File: src/rtl/shs_pkg.sv
// Types and constants for the stepper homing sequencer.
// No dependencies; taken in by the interfaces and the top level.
package shs_pkg;

    localparam int unsigned PosW    = 32;
    localparam int unsigned CourseW = 31;
    localparam int unsigned CfgW    = 31;
    localparam int unsigned CfgIdxW = 3;

    typedef logic [2:0] t_action;
    localparam t_action ACT_NONE   = 3'd0;
    localparam t_action ACT_SHIFT  = 3'd1;
    localparam t_action ACT_RUN    = 3'd2;
    localparam t_action ACT_STOP   = 3'd3;
    localparam t_action ACT_CENTRE = 3'd4;
    localparam t_action ACT_ABORT  = 3'd5;

    typedef logic [2:0] t_outcome;
    localparam t_outcome OUT_BUSY    = 3'd0;
    localparam t_outcome OUT_SUCCESS = 3'd1;
    localparam t_outcome OUT_STALLED = 3'd2;
    localparam t_outcome OUT_SHORT   = 3'd3;
    localparam t_outcome OUT_TIMEOUT = 3'd4;

    typedef logic [CfgIdxW-1:0] t_cfg_idx;
    localparam t_cfg_idx CFG_RUN_CURRENT = 3'd0;
    localparam t_cfg_idx CFG_STALL_THR   = 3'd1;
    localparam t_cfg_idx CFG_TIMEOUT     = 3'd2;
    localparam t_cfg_idx CFG_RELEASE     = 3'd3;
    localparam t_cfg_idx CFG_MIN_RUN     = 3'd4;
    localparam t_cfg_idx CFG_SHIFT       = 3'd5;
    localparam t_cfg_idx CFG_MIN_COURSE  = 3'd6;

    localparam logic OP_START = 1'b0;

    // current tuning limits
    localparam logic [4:0] CUR_RAISE_LIMIT = 5'h1E;
    localparam logic [4:0] CUR_LOWER_LIMIT = 5'h0E;

    typedef enum logic [7:0] {
        PH_IDLE    = 8'b0000_0001,
        PH_RESTART = 8'b0000_0010,
        PH_SHIFT   = 8'b0000_0100,
        PH_FIRST   = 8'b0000_1000,
        PH_WAIT    = 8'b0001_0000,
        PH_RELEASE = 8'b0010_0000,
        PH_OTHER   = 8'b0100_0000,
        PH_DONE    = 8'b1000_0000
    } t_phase;

    function automatic logic [2:0] phase_num(input t_phase p);
        logic [2:0] n;
        case (p)
            PH_IDLE:    n = 3'd0;
            PH_RESTART: n = 3'd1;
            PH_SHIFT:   n = 3'd2;
            PH_FIRST:   n = 3'd3;
            PH_WAIT:    n = 3'd4;
            PH_RELEASE: n = 3'd5;
            PH_OTHER:   n = 3'd6;
            PH_DONE:    n = 3'd7;
            default:    n = 3'd0;
        endcase
        return n;
    endfunction

endpackage

File: src/rtl/shs_if.sv
// Request and result channels of the stepper homing sequencer.
// Depends on shs_pkg for field widths.
interface shs_req_if;
    import shs_pkg::*;
    logic                   valid;
    logic                   ready;
    logic                   opcode;
    logic                   standstill;
    logic                   stall_flag;
    logic signed [PosW-1:0] position;

    modport source (output valid, opcode, standstill, stall_flag, position, input ready);
    modport sink   (input valid, opcode, standstill, stall_flag, position, output ready);
endinterface

interface shs_rsp_if;
    import shs_pkg::*;
    logic                  valid;
    logic                  ready;
    logic [2:0]            action;
    logic                  move_positive;
    logic [4:0]            run_current;
    logic signed [6:0]     stall_threshold;
    logic signed [PosW-1:0] target_position;
    logic [CourseW-1:0]    half_course;
    logic [2:0]            phase;
    logic [2:0]            outcome;

    modport source (output valid, action, move_positive, run_current, stall_threshold,
                    target_position, half_course, phase, outcome, input ready);
    modport sink   (input valid, action, move_positive, run_current, stall_threshold,
                    target_position, half_course, phase, outcome, output ready);
endinterface

File: src/rtl/stepper_homing_sequencer.sv
// Stepper homing sequencer: a result is valid the cycle after its request is taken.
// Throughput 1 request per cycle unless results stall; the result register frees as
// it is taken, so a new request enters in the same cycle the previous result leaves.
// Synchronous active-low reset: configuration back to defaults, phase idle,
// tuning, counters and course cleared, no result pending.
// Depends on shs_pkg and the channel interfaces in shs_if.sv.
module stepper_homing_sequencer (
    input  logic                           i_clk,
    input  logic                           i_rst_n,
    input  logic                           i_cfg_we,
    input  logic [shs_pkg::CfgIdxW-1:0]    i_cfg_idx,
    input  logic [shs_pkg::CfgW-1:0]       i_cfg_data,
    shs_req_if.sink                        i_req,
    shs_rsp_if.source                      o_rsp
);
    import shs_pkg::*;

    // configuration
    logic [4:0]         r_cfg_cur;
    logic [6:0]         r_cfg_thr;
    logic [9:0]         r_cfg_tmo;
    logic [7:0]         r_cfg_rel;
    logic [7:0]         r_cfg_minrun;
    logic [19:0]        r_cfg_shift;
    logic [30:0]        r_cfg_mincourse;

    // sequencer state
    t_phase             r_phase, n_phase;
    logic [4:0]         r_cur, n_cur;
    logic [6:0]         r_thr, n_thr;
    logic [9:0]         r_tmo, n_tmo;
    logic [7:0]         r_run, n_run;
    logic [7:0]         r_rel, n_rel;
    logic               r_dir, n_dir;
    logic [CourseW-1:0] r_course, n_course;
    t_outcome           r_outcome, n_outcome;

    // result register
    logic               r_out_valid;
    t_action            r_act, n_act;
    logic               r_pos, n_pos;
    logic [PosW-1:0]    r_tgt, n_tgt;

    logic               accept;
    logic               expired;
    logic               count;
    t_outcome           fail;
    logic               neg;
    logic [PosW-1:0]    mag;
    logic [CourseW-1:0] half;
    logic [PosW-1:0]    shift_tgt;
    logic [PosW-1:0]    shift_tgt_n;

    assign i_req.ready = !r_out_valid || o_rsp.ready;
    assign accept      = i_req.valid && i_req.ready;
    assign expired     = (r_tmo == '0);

    assign neg  = i_req.position[PosW-1];
    assign mag  = neg ? (PosW'(0) - PosW'(i_req.position)) : PosW'(i_req.position);
    assign half = mag[PosW-1:1];

    always_ff @(posedge i_clk) begin
        if (!i_rst_n) begin
            r_cfg_cur       <= 5'd18;
            r_cfg_thr       <= 7'd5;
            r_cfg_tmo       <= 10'd100;
            r_cfg_rel       <= 8'd20;
            r_cfg_minrun    <= 8'd3;
            r_cfg_shift     <= 20'd25000;
            r_cfg_mincourse <= 31'd76800;
        end else if (i_cfg_we) begin
            case (i_cfg_idx)
                CFG_RUN_CURRENT: r_cfg_cur       <= i_cfg_data[4:0];
                CFG_STALL_THR:   r_cfg_thr       <= i_cfg_data[6:0];
                CFG_TIMEOUT:     r_cfg_tmo       <= i_cfg_data[9:0];
                CFG_RELEASE:     r_cfg_rel       <= i_cfg_data[7:0];
                CFG_MIN_RUN:     r_cfg_minrun    <= i_cfg_data[7:0];
                CFG_SHIFT:       r_cfg_shift     <= i_cfg_data[19:0];
                CFG_MIN_COURSE:  r_cfg_mincourse <= i_cfg_data[30:0];
                default: begin
                end
            endcase
        end
    end

    always_comb begin
        n_phase   = r_phase;
        n_cur     = r_cur;
        n_thr     = r_thr;
        n_tmo     = r_tmo;
        n_run     = r_run;
        n_rel     = r_rel;
        n_dir     = r_dir;
        n_course  = r_course;
        n_outcome = r_outcome;
        n_act     = ACT_NONE;
        n_pos     = 1'b0;
        n_tgt     = '0;
        count     = 1'b0;
        fail      = OUT_BUSY;
        shift_tgt = '0;
        shift_tgt_n = '0;

        if (i_req.opcode == OP_START) begin
            n_cur     = r_cfg_cur;
            n_thr     = r_cfg_thr;
            n_dir     = 1'b1;
            n_tmo     = r_cfg_tmo;
            n_run     = '0;
            n_rel     = '0;
            n_outcome = OUT_BUSY;
            n_course  = '0;
            n_act     = ACT_SHIFT;
            n_pos     = 1'b1;
            n_tgt     = {12'd0, r_cfg_shift};
            n_phase   = PH_SHIFT;
            count     = 1'b1;
        end else begin
            count = 1'b1;
            case (r_phase)
                PH_RESTART: begin
                    shift_tgt_n = PosW'(0) - {12'd0, r_cfg_shift};
                    shift_tgt   = r_dir ? {12'd0, r_cfg_shift} : shift_tgt_n;
                    n_act   = ACT_SHIFT;
                    n_pos   = r_dir;
                    n_tgt   = shift_tgt;
                    n_phase = PH_SHIFT;
                end
                PH_SHIFT: begin
                    if (i_req.standstill) begin
                        n_act   = ACT_RUN;
                        n_pos   = !r_dir;
                        n_phase = PH_FIRST;
                        n_run   = '0;
                    end else if (expired) begin
                        fail = OUT_TIMEOUT;
                    end
                end
                PH_FIRST: begin
                    if (i_req.stall_flag || expired) begin
                        n_act = ACT_STOP;
                        if (expired) begin
                            // no end found: reverse with less current
                            n_tmo   = r_cfg_tmo;
                            n_dir   = !r_dir;
                            n_phase = PH_RESTART;
                            if (r_cur > CUR_LOWER_LIMIT) begin
                                n_cur = r_cur - 5'd2;
                                n_thr = r_thr - 7'd1;
                            end
                        end else if (r_run < r_cfg_minrun) begin
                            // stalled too early: reverse with more current
                            n_dir   = !r_dir;
                            n_phase = PH_RESTART;
                            if (r_cur < CUR_RAISE_LIMIT) begin
                                n_cur = r_cur + 5'd2;
                                n_thr = r_thr + 7'd1;
                            end
                        end else begin
                            n_phase = PH_WAIT;
                        end
                    end
                end
                PH_WAIT: begin
                    if (i_req.standstill) begin
                        n_act   = ACT_RUN;
                        n_pos   = r_dir;
                        n_phase = PH_RELEASE;
                        n_rel   = r_cfg_rel;
                    end else if (expired) begin
                        fail = OUT_TIMEOUT;
                    end
                end
                PH_RELEASE: begin
                    count = 1'b0;
                    if (!i_req.stall_flag) begin
                        n_phase = PH_OTHER;
                    end else if (r_rel <= 8'd1) begin
                        n_rel = '0;
                        fail  = OUT_STALLED;
                    end else begin
                        n_rel = r_rel - 8'd1;
                    end
                end
                PH_OTHER: begin
                    if (i_req.stall_flag || expired) begin
                        if (mag < {1'b0, r_cfg_mincourse}) begin
                            fail = OUT_SHORT;
                        end else begin
                            n_course  = half;
                            n_outcome = OUT_SUCCESS;
                            n_phase   = PH_DONE;
                            n_act     = ACT_CENTRE;
                            n_tgt     = neg ? {1'b0, half} : (PosW'(0) - {1'b0, half});
                            n_pos     = neg && (half != '0);
                        end
                    end
                end
                default: begin
                    count = 1'b0;
                end
            endcase
            if (fail != OUT_BUSY) begin
                n_act     = ACT_ABORT;
                n_pos     = 1'b0;
                n_tgt     = '0;
                n_outcome = fail;
                n_phase   = PH_DONE;
            end
        end

        if (count && n_phase != PH_DONE) begin
            if (n_tmo != '0) begin
                n_tmo = n_tmo - 10'd1;
            end
            if (n_run != 8'hFF) begin
                n_run = n_run + 8'd1;
            end
        end
    end

    always_ff @(posedge i_clk) begin
        if (!i_rst_n) begin
            r_phase     <= PH_IDLE;
            r_cur       <= '0;
            r_thr       <= '0;
            r_tmo       <= '0;
            r_run       <= '0;
            r_rel       <= '0;
            r_dir       <= 1'b1;
            r_course    <= '0;
            r_outcome   <= OUT_BUSY;
            r_out_valid <= 1'b0;
        end else begin
            if (accept) begin
                r_phase   <= n_phase;
                r_cur     <= n_cur;
                r_thr     <= n_thr;
                r_tmo     <= n_tmo;
                r_run     <= n_run;
                r_rel     <= n_rel;
                r_dir     <= n_dir;
                r_course  <= n_course;
                r_outcome <= n_outcome;
            end
            if (accept) begin
                r_out_valid <= 1'b1;
            end else if (o_rsp.ready) begin
                r_out_valid <= 1'b0;
            end
        end
    end

    // result payload: load on accept, hold while stalled
    always_ff @(posedge i_clk) begin
        if (accept) begin
            r_act <= n_act;
            r_pos <= n_pos;
            r_tgt <= n_tgt;
        end
    end

    assign o_rsp.valid           = r_out_valid;
    assign o_rsp.action          = r_act;
    assign o_rsp.move_positive   = r_pos;
    assign o_rsp.run_current     = r_cur;
    assign o_rsp.stall_threshold = r_thr;
    assign o_rsp.target_position = r_tgt;
    assign o_rsp.half_course     = r_course;
    assign o_rsp.phase           = phase_num(r_phase);
    assign o_rsp.outcome         = r_outcome;

    // a new request never overwrites a result that is still held
    a_no_overrun: assert property (@(posedge i_clk) disable iff (!i_rst_n)
        (r_out_valid && !o_rsp.ready) |-> !accept)
        else $error("request accepted over a held result");

    // an abort always ends in done with a failure outcome
    a_abort_fail: assert property (@(posedge i_clk) disable iff (!i_rst_n)
        (r_out_valid && r_act == ACT_ABORT) |->
            (r_phase == PH_DONE && r_outcome != OUT_BUSY && r_outcome != OUT_SUCCESS))
        else $error("abort without failure outcome");

    // centre move only on success, with the course recorded
    a_centre_ok: assert property (@(posedge i_clk) disable iff (!i_rst_n)
        (r_out_valid && r_act == ACT_CENTRE) |->
            (r_phase == PH_DONE && r_outcome == OUT_SUCCESS))
        else $error("centre move without success");

    // outcome is busy whenever the sequence is still running
    a_busy_phase: assert property (@(posedge i_clk) disable iff (!i_rst_n)
        (r_phase != PH_DONE && r_phase != PH_IDLE) |-> (r_outcome == OUT_BUSY))
        else $error("outcome set while sequence runs");

    // direction flag stays low for actions that carry no move
    a_dir_quiet: assert property (@(posedge i_clk) disable iff (!i_rst_n)
        (r_out_valid && (r_act == ACT_NONE || r_act == ACT_STOP || r_act == ACT_ABORT))
            |-> !r_pos)
        else $error("direction set on a non-move action");

endmodule

File: src/flat_wrapper.sv
// flat-port wrapper written by rule: the top's interface ports become plain ports
module stepper_homing_sequencer_flat import shs_pkg::*;
  (i_clk, i_rst_n, i_cfg_we, i_cfg_idx, i_cfg_data, i_req_valid, i_req_opcode, i_req_standstill, i_req_stall_flag, i_req_position, i_req_ready, o_rsp_valid, o_rsp_action, o_rsp_move_positive, o_rsp_run_current, o_rsp_stall_threshold, o_rsp_target_position, o_rsp_half_course, o_rsp_phase, o_rsp_outcome, o_rsp_ready);
  shs_req_if i_req_i ();
  shs_rsp_if o_rsp_i ();
  input  logic i_clk;
  input  logic i_rst_n;
  input  logic i_cfg_we;
  input  logic [shs_pkg::CfgIdxW-1:0] i_cfg_idx;
  input  logic [shs_pkg::CfgW-1:0] i_cfg_data;
  input wire logic [$bits(i_req_i.valid)-1:0] i_req_valid;
  input wire logic [$bits(i_req_i.opcode)-1:0] i_req_opcode;
  input wire logic [$bits(i_req_i.standstill)-1:0] i_req_standstill;
  input wire logic [$bits(i_req_i.stall_flag)-1:0] i_req_stall_flag;
  input wire logic [$bits(i_req_i.position)-1:0] i_req_position;
  output wire logic [$bits(i_req_i.ready)-1:0] i_req_ready;
  output wire logic [$bits(o_rsp_i.valid)-1:0] o_rsp_valid;
  output wire logic [$bits(o_rsp_i.action)-1:0] o_rsp_action;
  output wire logic [$bits(o_rsp_i.move_positive)-1:0] o_rsp_move_positive;
  output wire logic [$bits(o_rsp_i.run_current)-1:0] o_rsp_run_current;
  output wire logic [$bits(o_rsp_i.stall_threshold)-1:0] o_rsp_stall_threshold;
  output wire logic [$bits(o_rsp_i.target_position)-1:0] o_rsp_target_position;
  output wire logic [$bits(o_rsp_i.half_course)-1:0] o_rsp_half_course;
  output wire logic [$bits(o_rsp_i.phase)-1:0] o_rsp_phase;
  output wire logic [$bits(o_rsp_i.outcome)-1:0] o_rsp_outcome;
  input wire logic [$bits(o_rsp_i.ready)-1:0] o_rsp_ready;
  assign i_req_i.valid = i_req_valid;
  assign i_req_i.opcode = i_req_opcode;
  assign i_req_i.standstill = i_req_standstill;
  assign i_req_i.stall_flag = i_req_stall_flag;
  assign i_req_i.position = i_req_position;
  assign i_req_ready = i_req_i.ready;
  assign o_rsp_valid = o_rsp_i.valid;
  assign o_rsp_action = o_rsp_i.action;
  assign o_rsp_move_positive = o_rsp_i.move_positive;
  assign o_rsp_run_current = o_rsp_i.run_current;
  assign o_rsp_stall_threshold = o_rsp_i.stall_threshold;
  assign o_rsp_target_position = o_rsp_i.target_position;
  assign o_rsp_half_course = o_rsp_i.half_course;
  assign o_rsp_phase = o_rsp_i.phase;
  assign o_rsp_outcome = o_rsp_i.outcome;
  assign o_rsp_i.ready = o_rsp_ready;
  stepper_homing_sequencer u_core (.i_clk(i_clk), .i_rst_n(i_rst_n), .i_cfg_we(i_cfg_we), .i_cfg_idx(i_cfg_idx), .i_cfg_data(i_cfg_data), .i_req(i_req_i), .o_rsp(o_rsp_i));
endmodule
File: config.mk
export PLATFORM = sky130hd
export DESIGN_NAME = stepper_homing_sequencer_flat
export DESIGN_NICKNAME = d
export VERILOG_FILES = /design/src/rtl/shs_pkg.sv /design/src/rtl/shs_if.sv /design/src/rtl/stepper_homing_sequencer.sv /design/src/flat_wrapper.sv
export SDC_FILE = /design/constraint.sdc
export NUM_CORES = 1
export LEC_CHECK = 0
export BUFFER_PORTS_ARGS = -buffer_cell sky130_fd_sc_hd__buf_4
export CORE_MARGIN = 3
export CORE_UTILIZATION = 45
export DETAILED_ROUTE_END_ITERATION = 10
export PLACE_DENSITY = 0.74
export SLEW_MARGIN = 20
export SYNTH_ARGS = -nofsm -noshare
export SYNTH_HDL_FRONTEND = slang
export SYNTH_SLANG_ARGS = --single-unit
File: constraint.sdc
create_clock -name i_clk -period 4.8 [get_ports i_clk]
set_input_delay 0.24 -clock i_clk [delete_from_list [all_inputs] [get_ports i_clk]]
set_output_delay 0.24 -clock i_clk [all_outputs]
set_load 0.005 [all_outputs]
---- After elaboration in Yosys (flattened, before gate mapping) ----
Index checks and enable logic that the tools add are counted.
storage, ports and cells
  word-level logic and storage cells ...... 182
  bits in latches ......................... 0
  memories kept ........................... 0
  flip-flop bits (word level) ............. 207
  bits of input ports ..................... 74
  bits in read-only memories .............. 0
  memory bits (writable) .................. 0
  output and inout bits ................... 87
operators by class
  shift operators ......................... 0
  multiply operators ...................... 0
  multiplexer cells ....................... 88
  $add $sub $neg .......................... 10
  bitwise gates (word level) .............. 1
  reductions and logical operators ........ 28
  div/mod/pow operators ................... 0
  equal/unequal tests ..................... 28
  order comparisons ....................... 5
operators by type and width
  cell                     number
  $mux W32                 5
  $mux W8                  18
  $mux W31                 4
  $pmux W32 S2             1
  $mux W10                 6
  $mux W7                  7
  $pmux W8 S6              1
  $mux W20                 2
  $mux W5                  8
  $mux W3                  13
  $lt A32 B31 Y1           1
  $sub A1 B31 Y32 const A  1
  $sub A1 B32 Y32 const A  1
  $reduce_bool A31 Y1      1
  $pmux W3 S7              1
  $sub A1 B20 Y21 const A  1
  $ne A8 B8 Y1 const B     2
  $pmux W8 S2              1
  $reduce_and A4 Y1        4
  $ne A3 B1 Y1 const B     5
  $mux W1                  14
  $reduce_and A2 Y1        7
  $ne A3 B3 Y1 const B     4
  $pmux W3 S4              1
  other kinds (38)         51

---- Depth between registers and ports, before layout ----
Gate-level depths: netlist of the first run.
  depth in word-level cells ............... 13
  depth in mapped cells ................... 20
  depth with buffers taken out ............ 18

---- Worst setup path before layout of the first run ----
No wires, ideal clock.
  kind .................................... input to register
  start ................................... input i_req_position[12]
  end ..................................... register u_core.r_tgt[23] (netlist: u_core.o_rsp.target_position[23]) (data pin)
  slack ................................... 0.233 ns
  data arrival time ....................... 4.294 ns
  library setup time ...................... 0.274 ns
  buffers on the path ..................... 2
  stages on the path ...................... 17
  data required time ...................... 4.526 ns
  cells stage by stage .................... buf_2 or4_4 or4b_1 or2_1 o41ai_1 xor2_1 inv_1 ha_1 nand4_1 nor4_1 a221oi_1 nand2_1 o31ai_1 inv_2 nand2_1 clkbuf_1 o21ai_0
between the ends
  word-level cells in the longest chain between the ends .. 9
  elaborated cells on any way between the ends .. 14
  classes of those cells .................. add/sub (2); order compare (1); mux (9); reduce/logical (2)
ends and longest elaborated chain
  what                        line                             source
  start, declared             flat_wrapper.sv:15               input wire logic [$bits(i_req_i.position)-1:0] i_req_position;
  $sub A1 B32 Y32             stepper_homing_sequencer.sv:59   assign mag = neg ? (PosW'(0) - PosW'(i_req.position)) : PosW'(i_req.position);
  $mux W32 *                  stepper_homing_sequencer.sv:59
  $lt A32 B31 Y1              stepper_homing_sequencer.sv:187  if (mag < {1'b0, r_cfg_mincourse}) begin
  $mux W2                     stepper_homing_sequencer.sv:187
  $mux W3                     stepper_homing_sequencer.sv:186  if (i_req.stall_flag || expired) begin
  $pmux W3 S3                 stepper_homing_sequencer.sv:120  case (r_phase)
  $mux W3                     stepper_homing_sequencer.sv:104  if (i_req.opcode == OP_START) begin
  $reduce_bool A3 Y1          stepper_homing_sequencer.sv:203  if (fail != OUT_BUSY) begin
  $reduce_or A2 Y1 (no line)  --
  end signal, assigned        stepper_homing_sequencer.sv:259  r_tgt <= n_tgt;
  end, declared               stepper_homing_sequencer.sv:42   logic [PosW-1:0] r_tgt, n_tgt;
Every way passes the cells marked *; elsewhere a longest branch is shown, timed or not. The select of a mux whose other input is x is not followed.
A chain may end at the register's enable or synchronous reset.

---- Worst setup path in the final report of the first run ----
  start ................................... input i_req_position[13]
  end ..................................... register u_core.r_course[18] (netlist: u_core.o_rsp.half_course[18])
between the ends
  word-level cells in the longest chain between the ends .. 6
  elaborated cells on any way between the ends .. 9
  classes of those cells .................. add/sub (1); order compare (1); eq/ne (1); mux (5); reduce/logical (1)
ends and longest elaborated chain
  what                                                    line                             source
  $sub A1 B32 Y32                                         stepper_homing_sequencer.sv:59
  $mux W32 *                                              stepper_homing_sequencer.sv:59
  branches (longest 4 deep; another with $lt A32 B31 Y1)  --
  end signal, assigned                                    stepper_homing_sequencer.sv:243  r_course <= n_course;
  end, declared                                           stepper_homing_sequencer.sv:35   logic [CourseW-1:0] r_course, n_course;
Mark *: on every way between the ends. The select of a mux whose other input is x is not followed.

==> results of run 1 <==
-- worst max-delay path: stages --
cell and delay [ns]:
sky130_fd_sc_hd__buf_4 0.11, sky130_fd_sc_hd__or4_4 0.54, sky130_fd_sc_hd__or4b_1 0.56, sky130_fd_sc_hd__or2_1 0.29
sky130_fd_sc_hd__o41ai_1 0.39, sky130_fd_sc_hd__xor2_1 0.22, sky130_fd_sc_hd__inv_1 0.08, sky130_fd_sc_hd__ha_1 0.30
sky130_fd_sc_hd__nand4_1 0.14, sky130_fd_sc_hd__nor4_2 0.33, sky130_fd_sc_hd__nand2_1 0.12, sky130_fd_sc_hd__a21oi_1 0.25
sky130_fd_sc_hd__o31ai_2 0.12, sky130_fd_sc_hd__nor2_4 0.85, sky130_fd_sc_hd__mux2i_1 0.32, sky130_fd_sc_hd__nor2_1 0.07
-- layout by cell type (no fill, tap or decap), types with 51 or more instances in the layout --
| cell | netlist | routed |
|---|---|---|
| sky130_fd_sc_hd__nand2_1 | 252 | 252 |
| sky130_fd_sc_hd__buf_4 | 2 | 243 |
| sky130_fd_sc_hd__dfxtp_1 | 171 | 171 |
| sky130_fd_sc_hd__nor2_1 | 146 | 144 |
| sky130_fd_sc_hd__a21oi_1 | 128 | 128 |
| sky130_fd_sc_hd__o21ai_0 | 91 | 91 |
| sky130_fd_sc_hd__inv_1 | 73 | 72 |
| sky130_fd_sc_hd__nand3_1 | 55 | 54 |
| sky130_fd_sc_hd__nor3_1 | 54 | 53 |
| sky130_fd_sc_hd__ha_1 | 51 | 51 |
-- timing repair --
action,CTS,global route
endpoints found under the setup margin,0,3
resized for setup,0,2
hold buffers,27,0
hold endpoints to repair,42,0
-- power by group --
group / internal (mW) / switching [mW]
clock: 1.02 / 0.751
sequential: 1.82 / 0.0458
combinational: 0.335 / 0.471
-- cells by family after synthesis --
| family | share of synthesized area |
|---|---|
| AO/OA/AOI/OAI | 0.196 |
| XOR/XNOR | 0.0462 |
| adder cells (fa/ha/maj) | 0.0535 |
| buffers and inverters | 0.0567 |
| flip-flops | 0.355 |
| multiplexers | 0.0442 |
| AND/OR/NAND/NOR | 0.248 |
-- area by class of cell --
class / count / area share
Clock buffer: 37 / 0.0454
Multi-Input combinational cell: 1233 / 0.480
Antenna cell: 1 / 0.000160
Clock inverter: 5 / 0.00320
Inverter: 76 / 0.0183
Timing Repair Buffer: 271 / 0.135
Tap cell: 372 / 0.0298
Sequential cell: 207 / 0.288
-- state kept, by name, indices dropped and copies added (netlist names) --
register	count
u_core.r_cfg_tmo	10
u_core.o_rsp.outcome	3
u_core.o_rsp.half_course	31
u_core.o_rsp.valid	1
u_core.r_tmo	10
u_core.r_cfg_minrun	8
u_core.r_phase	8
u_core.r_rel	8
u_core.o_rsp.action	3
u_core.o_rsp.target_position	32
u_core.o_rsp.run_current	5
u_core.o_rsp.stall_threshold	7
u_core.r_cfg_mincourse	31
u_core.r_cfg_cur	5
u_core.r_dir	1
u_core.o_rsp.move_positive	1
u_core.r_cfg_thr	7
u_core.r_cfg_shift	20
u_core.r_run	8
u_core.r_cfg_rel	8
-- layer usage --
layer  vias to the layer above  wire length [µm]  GRT usage
met2                       624             19100      0.422
met4                         0              1340     0.0761
met1                      6190             18400      0.385
li1                       6163                 -          -
met3                        97              4310     0.0557
met5                         -                 0          0
-- how the worst min path moves through the flow --
stage | from | to
global placement | u_core.r_cfg_rel[1]$_SDFFE_PN0P_ | u_core.r_cfg_rel[1]$_SDFFE_PN0P_
CTS | i_cfg_data[0] | u_core.r_cfg_tmo[0]$_SDFFE_PN0P_
finish | i_cfg_data[4] | u_core.r_cfg_minrun[4]$_SDFFE_PN0P_
global route | i_cfg_data[0] | u_core.r_cfg_shift[0]$_SDFFE_PN0P_
floorplan | i_cfg_data[0] | u_core.r_cfg_minrun[0]$_SDFFE_PN1P_
detailed placement | u_core.r_cfg_tmo[0]$_SDFFE_PN0P_ | u_core.r_cfg_tmo[0]$_SDFFE_PN0P_
-- synthesized netlist by cell type, types with 12 or more instances --
cell | n | area share
sky130_fd_sc_hd__nand2_1 | 252 | 0.075
sky130_fd_sc_hd__dfxtp_1 | 171 | 0.27
sky130_fd_sc_hd__nor2_1 | 146 | 0.043
sky130_fd_sc_hd__a21oi_1 | 128 | 0.051
sky130_fd_sc_hd__o21ai_0 | 91 | 0.036
sky130_fd_sc_hd__clkbuf_1 | 76 | 0.022
sky130_fd_sc_hd__inv_1 | 73 | 0.022
sky130_fd_sc_hd__nand3_1 | 55 | 0.022
sky130_fd_sc_hd__nor3_1 | 54 | 0.021
sky130_fd_sc_hd__ha_1 | 51 | 0.050
sky130_fd_sc_hd__mux2i_1 | 50 | 0.039
sky130_fd_sc_hd__xnor2_1 | 44 | 0.030
sky130_fd_sc_hd__edfxtp_1 | 36 | 0.085
sky130_fd_sc_hd__nor4_1 | 24 | 0.012
sky130_fd_sc_hd__xor2_1 | 21 | 0.015
sky130_fd_sc_hd__a211oi_1 | 18 | 0.011
sky130_fd_sc_hd__a31oi_1 | 18 | 0.0089
sky130_fd_sc_hd__and3_1 | 18 | 0.0089
sky130_fd_sc_hd__or3_1 | 18 | 0.0089
sky130_fd_sc_hd__nand4_1 | 16 | 0.0079
sky130_fd_sc_hd__o31ai_1 | 16 | 0.0095
sky130_fd_sc_hd__or4_1 | 15 | 0.0089
sky130_fd_sc_hd__a22oi_1 | 14 | 0.0083
sky130_fd_sc_hd__o211ai_1 | 12 | 0.0071
==> run metrics, run 1 <==
result of the run finished clean; CTS Sinks around 210; final number of max-transition violations 0; Fillers 2527; via count around 13000; latest clock arrival within the worst-skew pair ~0.54 ns; worst slack, placed -0.412 ns; Setup CP Type primary input to register; placeable core area around 27000 µm²; Max Freq 220 MHz; count of final hold-check violations 0; total I/O pin count 161; root buffer cell sky130_fd_sc_hd__clkbuf_16; HP Class primary input to register; element type at the critical path start primary input; all-layer global routing usage 0.272; post-route DRC violation count 0; category of the worst setup path capture point register; clock tree from TritonCTS yes; starting DRC count in detailed routing between 1000 and 1500; post-detailed-placement half-perimeter wirelength around 32000 µm; maximum number of pins on one net before global-route repair 62; Synthesis Warnings 0; DR pass1 iterations 6; area of the die a little over 30000 µm²; CP required around 5.2 ns; number of nets with antenna violations after detailed routing 0; Synth Instances between 1500 and 2000; overflow left after global routing 0; # nets final between 1500 and 2000; part of the Yosys area used for sequential elements 0.355; Post-synth top flop sky130_fd_sc_hd__dfxtp_1; routed len/inst 19.6 µm; shortest clock period the worst path allows after layout between 4 and 5 ns; Max H-tree Level 1; post-route total power around 4.4 mW; worst rel slew slack 0.237; final setup skew ~0.016 ns; number of CTS-inserted buffers 24; number of cells on the worst hold path 3; number of global-route vias before repair 11900; area after detailed placement around 15000 µm²; drt via density ~5.9; Initial Util 0.464; worst setup path endpoint u_core.o_rsp.half_course[18]$_SDFFE_PN0P_; area of the multi-input gates between 7000 and 8000 µm²; Inst Count DP around 2100; power per cell area ~280 nW/µm²; sequential cell area around 4500 µm²; Post CTS Setup Buffer Count 0; final non-filler cell area ~16000 µm²; largest driver fanout on the critical path slightly above 40; detailed-route wire length around 43000 µm; worst reg2reg path depth 10; number of enable-type register cells in the synthesized netlist 36; Post-Synthesis Mean Instance Area between 7 and 8 µm²; initial antenna violation count 1; gp weighted congestion approximately 1; final sum of negative setup slack 0 ns; Chip Width between 150 and 200 µm; largest buffer count on any clock path 3; number of buffer cells added on primary ports 160; Setup crit start i_req_position[13]; Leak Pwr 6.22 nW; Async SR Flop Fraction 0; Worst R2R End u_core.r_tmo[5]$_SDFFE_PN0P_; area overhead of the layout relative to synthesis 23.3%; post-route core utilization 0.572; count of unique library cells instantiated by Yosys 90; post-synth design cell area 12700 µm²; fin cells ~2200; Finish-stage setup viols 0; slack of the worst reg-to-reg path 0.64 ns; Net Count, Synth ~1700; max-cap viol count 0; slew of the pin with the lowest slew margin ~1.1 ns; final worst-path cycle share 0.948; Arr. time, crit path 4.96 ns; final critical-path setup slack 0.251 ns; RSZ-0062 raised after global routing no; number of placement rows 60; layout cell share with drive strength beyond 1 0.177; register bit total from synthesis approximately 210; VDD IR-drop max about 0.27 mV; global-route wire length before repair about 67000 µm; worst flop-to-flop path startpoint u_core.r_phase[2]$_SDFFE_PN0P_; hold slack around 0.032 ns; height of the chip between 150 and 200 µm; Clock Pin Slew Worst Setup and Hold Paths roughly 0.060 ns
Power figures use the tool's default switching activity.
==> run 2: changes to the inputs <==
==> constraint.sdc (replaced) <==
create_clock -name i_clk -period 4.8 [get_ports i_clk]
set_input_delay 0.48 -clock i_clk [delete_from_list [all_inputs] [get_ports i_clk]]
set_output_delay 0.48 -clock i_clk [all_outputs]
set_load 0.005 [all_outputs]
==> run 2 against run 1 <==
Effect of this change:
- total power up 2.8%
- largest cell class unchanged
- worst setup slack worse by 0.15 ns
- highest routed layer unchanged
- clock-buffer cell count down 3
- via count down 0.48%
- die area unchanged
- final area about the same
==> run metrics, run 2 (synthesis results as in run 1) <==
critical path buffer and inverter count 4 (+2); element type at the critical path start primary input; largest driver fanout on the critical path 11 (-73%); drt via density 5.94 (about the same); largest buffer count on any clock path 3 (unchanged); overflow left after global routing 0 (unchanged); flip-flop count of the largest register after layout 32 (unchanged); number of CTS-inserted buffers 23 (-4.2%); power per cell area 292 nW/µm² (+2.8%); Leak Pwr 6.24 nW (+0.36%); clock tree from TritonCTS yes; most common cell after layout, fill and taps aside sky130_fd_sc_hd__buf_4; number of buffer cells added on primary ports 160 (unchanged); maximum single-stage delay on the critical path 0.59 ns (-0.26 ns); count of final hold-check violations 0 (unchanged); starting DRC count in detailed routing 1668 (+16%); sequential cell area 4500 µm² (unchanged); number of global-route vias before repair 11900 (-0.24%); commonest cells after routing, fill and taps aside 259 x sky130_fd_sc_hd__buf_4, 252 x sky130_fd_sc_hd__nand2_1, 171 x sky130_fd_sc_hd__dfxtp_1; gp weighted congestion 0.966 (-3.2%); area of the die 30200 µm² (unchanged); via count 13000 (-0.48%); HP Class primary input to register; post-detailed-placement half-perimeter wirelength 31700 µm (+0.32%); category of cells accounting for the largest share of critical-path delay simple AND/OR/NAND/NOR gates; Arr. time, crit path 4.99 ns (+0.03 ns); root buffer cell sky130_fd_sc_hd__clkbuf_16; CP cell instances buf_4 -> or4_4 -> or4b_1 -> buf_4 -> or2_2 -> o31ai_2 -> xnor2_1 -> ha_1 -> nand2_1 -> o21ai_0 -> a221oi_2 -> nand2_1 -> o31ai_2 -> buf_4 -> buf_4 -> o22ai_1 -> a22o_1; CTS Sinks 207 (unchanged); initial antenna violation count 0 (-1); slowest cell on the critical path sky130_fd_sc_hd__or4b_1; area overhead of the layout relative to synthesis 23.3% (about the same); DR pass1 iterations 7 (+1); final non-filler cell area 15600 µm² (about the same); height of the chip 174 µm (unchanged); final worst-path cycle share 0.979 (+0.0313); Initial Util 0.464 (unchanged); Fillers 2521 (-0.24%); detailed-route wire length 42600 µm (-1.2%); result of the run finished clean; shortest clock period the worst path allows after layout 4.70 ns (+0.150 ns); routed len/inst 19.5 µm (-0.66%); Clock Pin Slew Worst Setup and Hold Paths 0.06 ns (about the same); VDD IR-drop max 0.279 mV (+4.1%); placeable core area 27300 µm² (unchanged); global-route wire length before repair 66300 µm (-0.81%); CP required 5.09 ns (-0.12 ns); number of placement rows 60 (unchanged); Max Freq 213 MHz (-3.2%); layout cell share with drive strength beyond 1 0.193 (+0.0159); final critical-path setup slack 0.100 ns (-0.150 ns); Finish-stage setup viols 0 (unchanged); category of the worst setup path capture point register; Max H-tree Level 1 (unchanged); slew of the pin with the lowest slew margin 1.08 ns (-0.0515 ns); area of the multi-input gates 7590 µm² (+1.1%); area after detailed placement 14700 µm² (+0.77%); total I/O pin count 161 (unchanged); Top cell by count, worst path sky130_fd_sc_hd__buf_4; max-cap viol count 0 (unchanged); final number of max-transition violations 0 (unchanged); final setup skew 0.0126 ns (-0.00338 ns); # nets final 1929 (-0.57%); number of nets with antenna violations after detailed routing 0 (unchanged); Antenna diodes 0 (-1); maximum number of pins on one net before global-route repair 59 (-4.8%); latest clock arrival within the worst-skew pair 0.54 ns (about the same); worst rel slew slack 0.271 (+0.0346); Chip Width 174 µm (unchanged); worst slack, placed -0.672 ns (-0.260 ns); Setup CP Type primary input to register; post-route DRC violation count 0 (unchanged); final sum of negative setup slack 0 ns (unchanged); all-layer global routing usage 0.269 (-0.00336)
-- run 2: cell count changes in the layout (fill, tap and decap cells not counted), moves of 3 or more --
cell                            delta
sky130_fd_sc_hd__bufinv_16         +3
sky130_fd_sc_hd__clkbuf_1          -3
sky130_fd_sc_hd__dlygate4sd3_1    -27
sky130_fd_sc_hd__nor4_4            +3
sky130_fd_sc_hd__buf_4            +16
-- run 2: final timing paths --
path                                               end  slack (ns)  depth (start not counted)                              startpoint
max          u_core.o_rsp.target_position[4]$_DFFE_PP_        0.10                         17                      i_req_position[13]
min                    u_core.o_rsp.valid$_SDFFE_PN0P_        0.20                          3                             i_req_valid
max reg2reg               u_core.r_tmo[6]$_SDFFE_PN0P_        0.66                         10          u_core.r_phase[2]$_SDFFE_PN0P_
min reg2reg     u_core.r_cfg_mincourse[6]$_SDFFE_PN0P_        0.45                          2  u_core.r_cfg_mincourse[6]$_SDFFE_PN0P_
-- run 2: final cells by class --
type / count / share of cell area
clock inverters: 7 / 0.00800
clock buffers: 34 / 0.0439
repair buffers: 261 / 0.127
multi-input cells: 1233 / 0.485
inverters: 76 / 0.0182
well taps: 372 / 0.0298
flip-flops and latches: 207 / 0.288
-- run 2: worst register-to-register path, stage by stage, from the launching register on --
cell                       delay (ns)
sky130_fd_sc_hd__dfxtp_1         0.48
sky130_fd_sc_hd__nor4_1          0.73
sky130_fd_sc_hd__nand3_1         0.55
sky130_fd_sc_hd__a22oi_1         0.39
sky130_fd_sc_hd__a31oi_1         0.19
sky130_fd_sc_hd__a2111o_1        0.57
sky130_fd_sc_hd__o31ai_4         0.41
sky130_fd_sc_hd__buf_4           0.25
sky130_fd_sc_hd__nor3_2          0.07
sky130_fd_sc_hd__a211oi_1        0.26
sky130_fd_sc_hd__a311oi_1        0.08
-- run 2: through the flow --
step                utilization  cells  hold slack, ns  power (mW)
global placement          0.538   2147           0.443        2.66
floorplan                     -   1612           0.433        2.34
CTS                       0.568   2188           0.186        4.56
detailed placement        0.538   2147           0.446        2.67
global route              0.572   2190           0.206        4.71
finish                    0.572   2190           0.201        4.56
-- run 2: repair_timing --
item                       4_1_cts  5_1_grt
gates resized for setup          1       13
pin swaps                        0        2
setup endpoints to repair        6       27
hold buffers                     0        0
setup buffers                    0        1
-- run 2: power breakdown --
group / internal [mW] / switching (mW) / total (mW)
logic: 0.330 / 0.475 / 0.805
clock network: 1.15 / 0.740 / 1.89
registers: 1.82 / 0.0450 / 1.86
total: 3.30 / 1.26 / 4.56
-- run 2: per-layer routing --
metal | up-vias | wire length (µm) | share of wire | track usage
met5 | - | 0 | 0 | 0
met4 | 0 | 1230 | 0.029 | 0.0710
met3 | 77 | 4100 | 0.096 | 0.0467
met2 | 642 | 19200 | 0.45 | 0.424
met1 | 6145 | 18100 | 0.42 | 0.382
li1 | 6147 | - | - | -
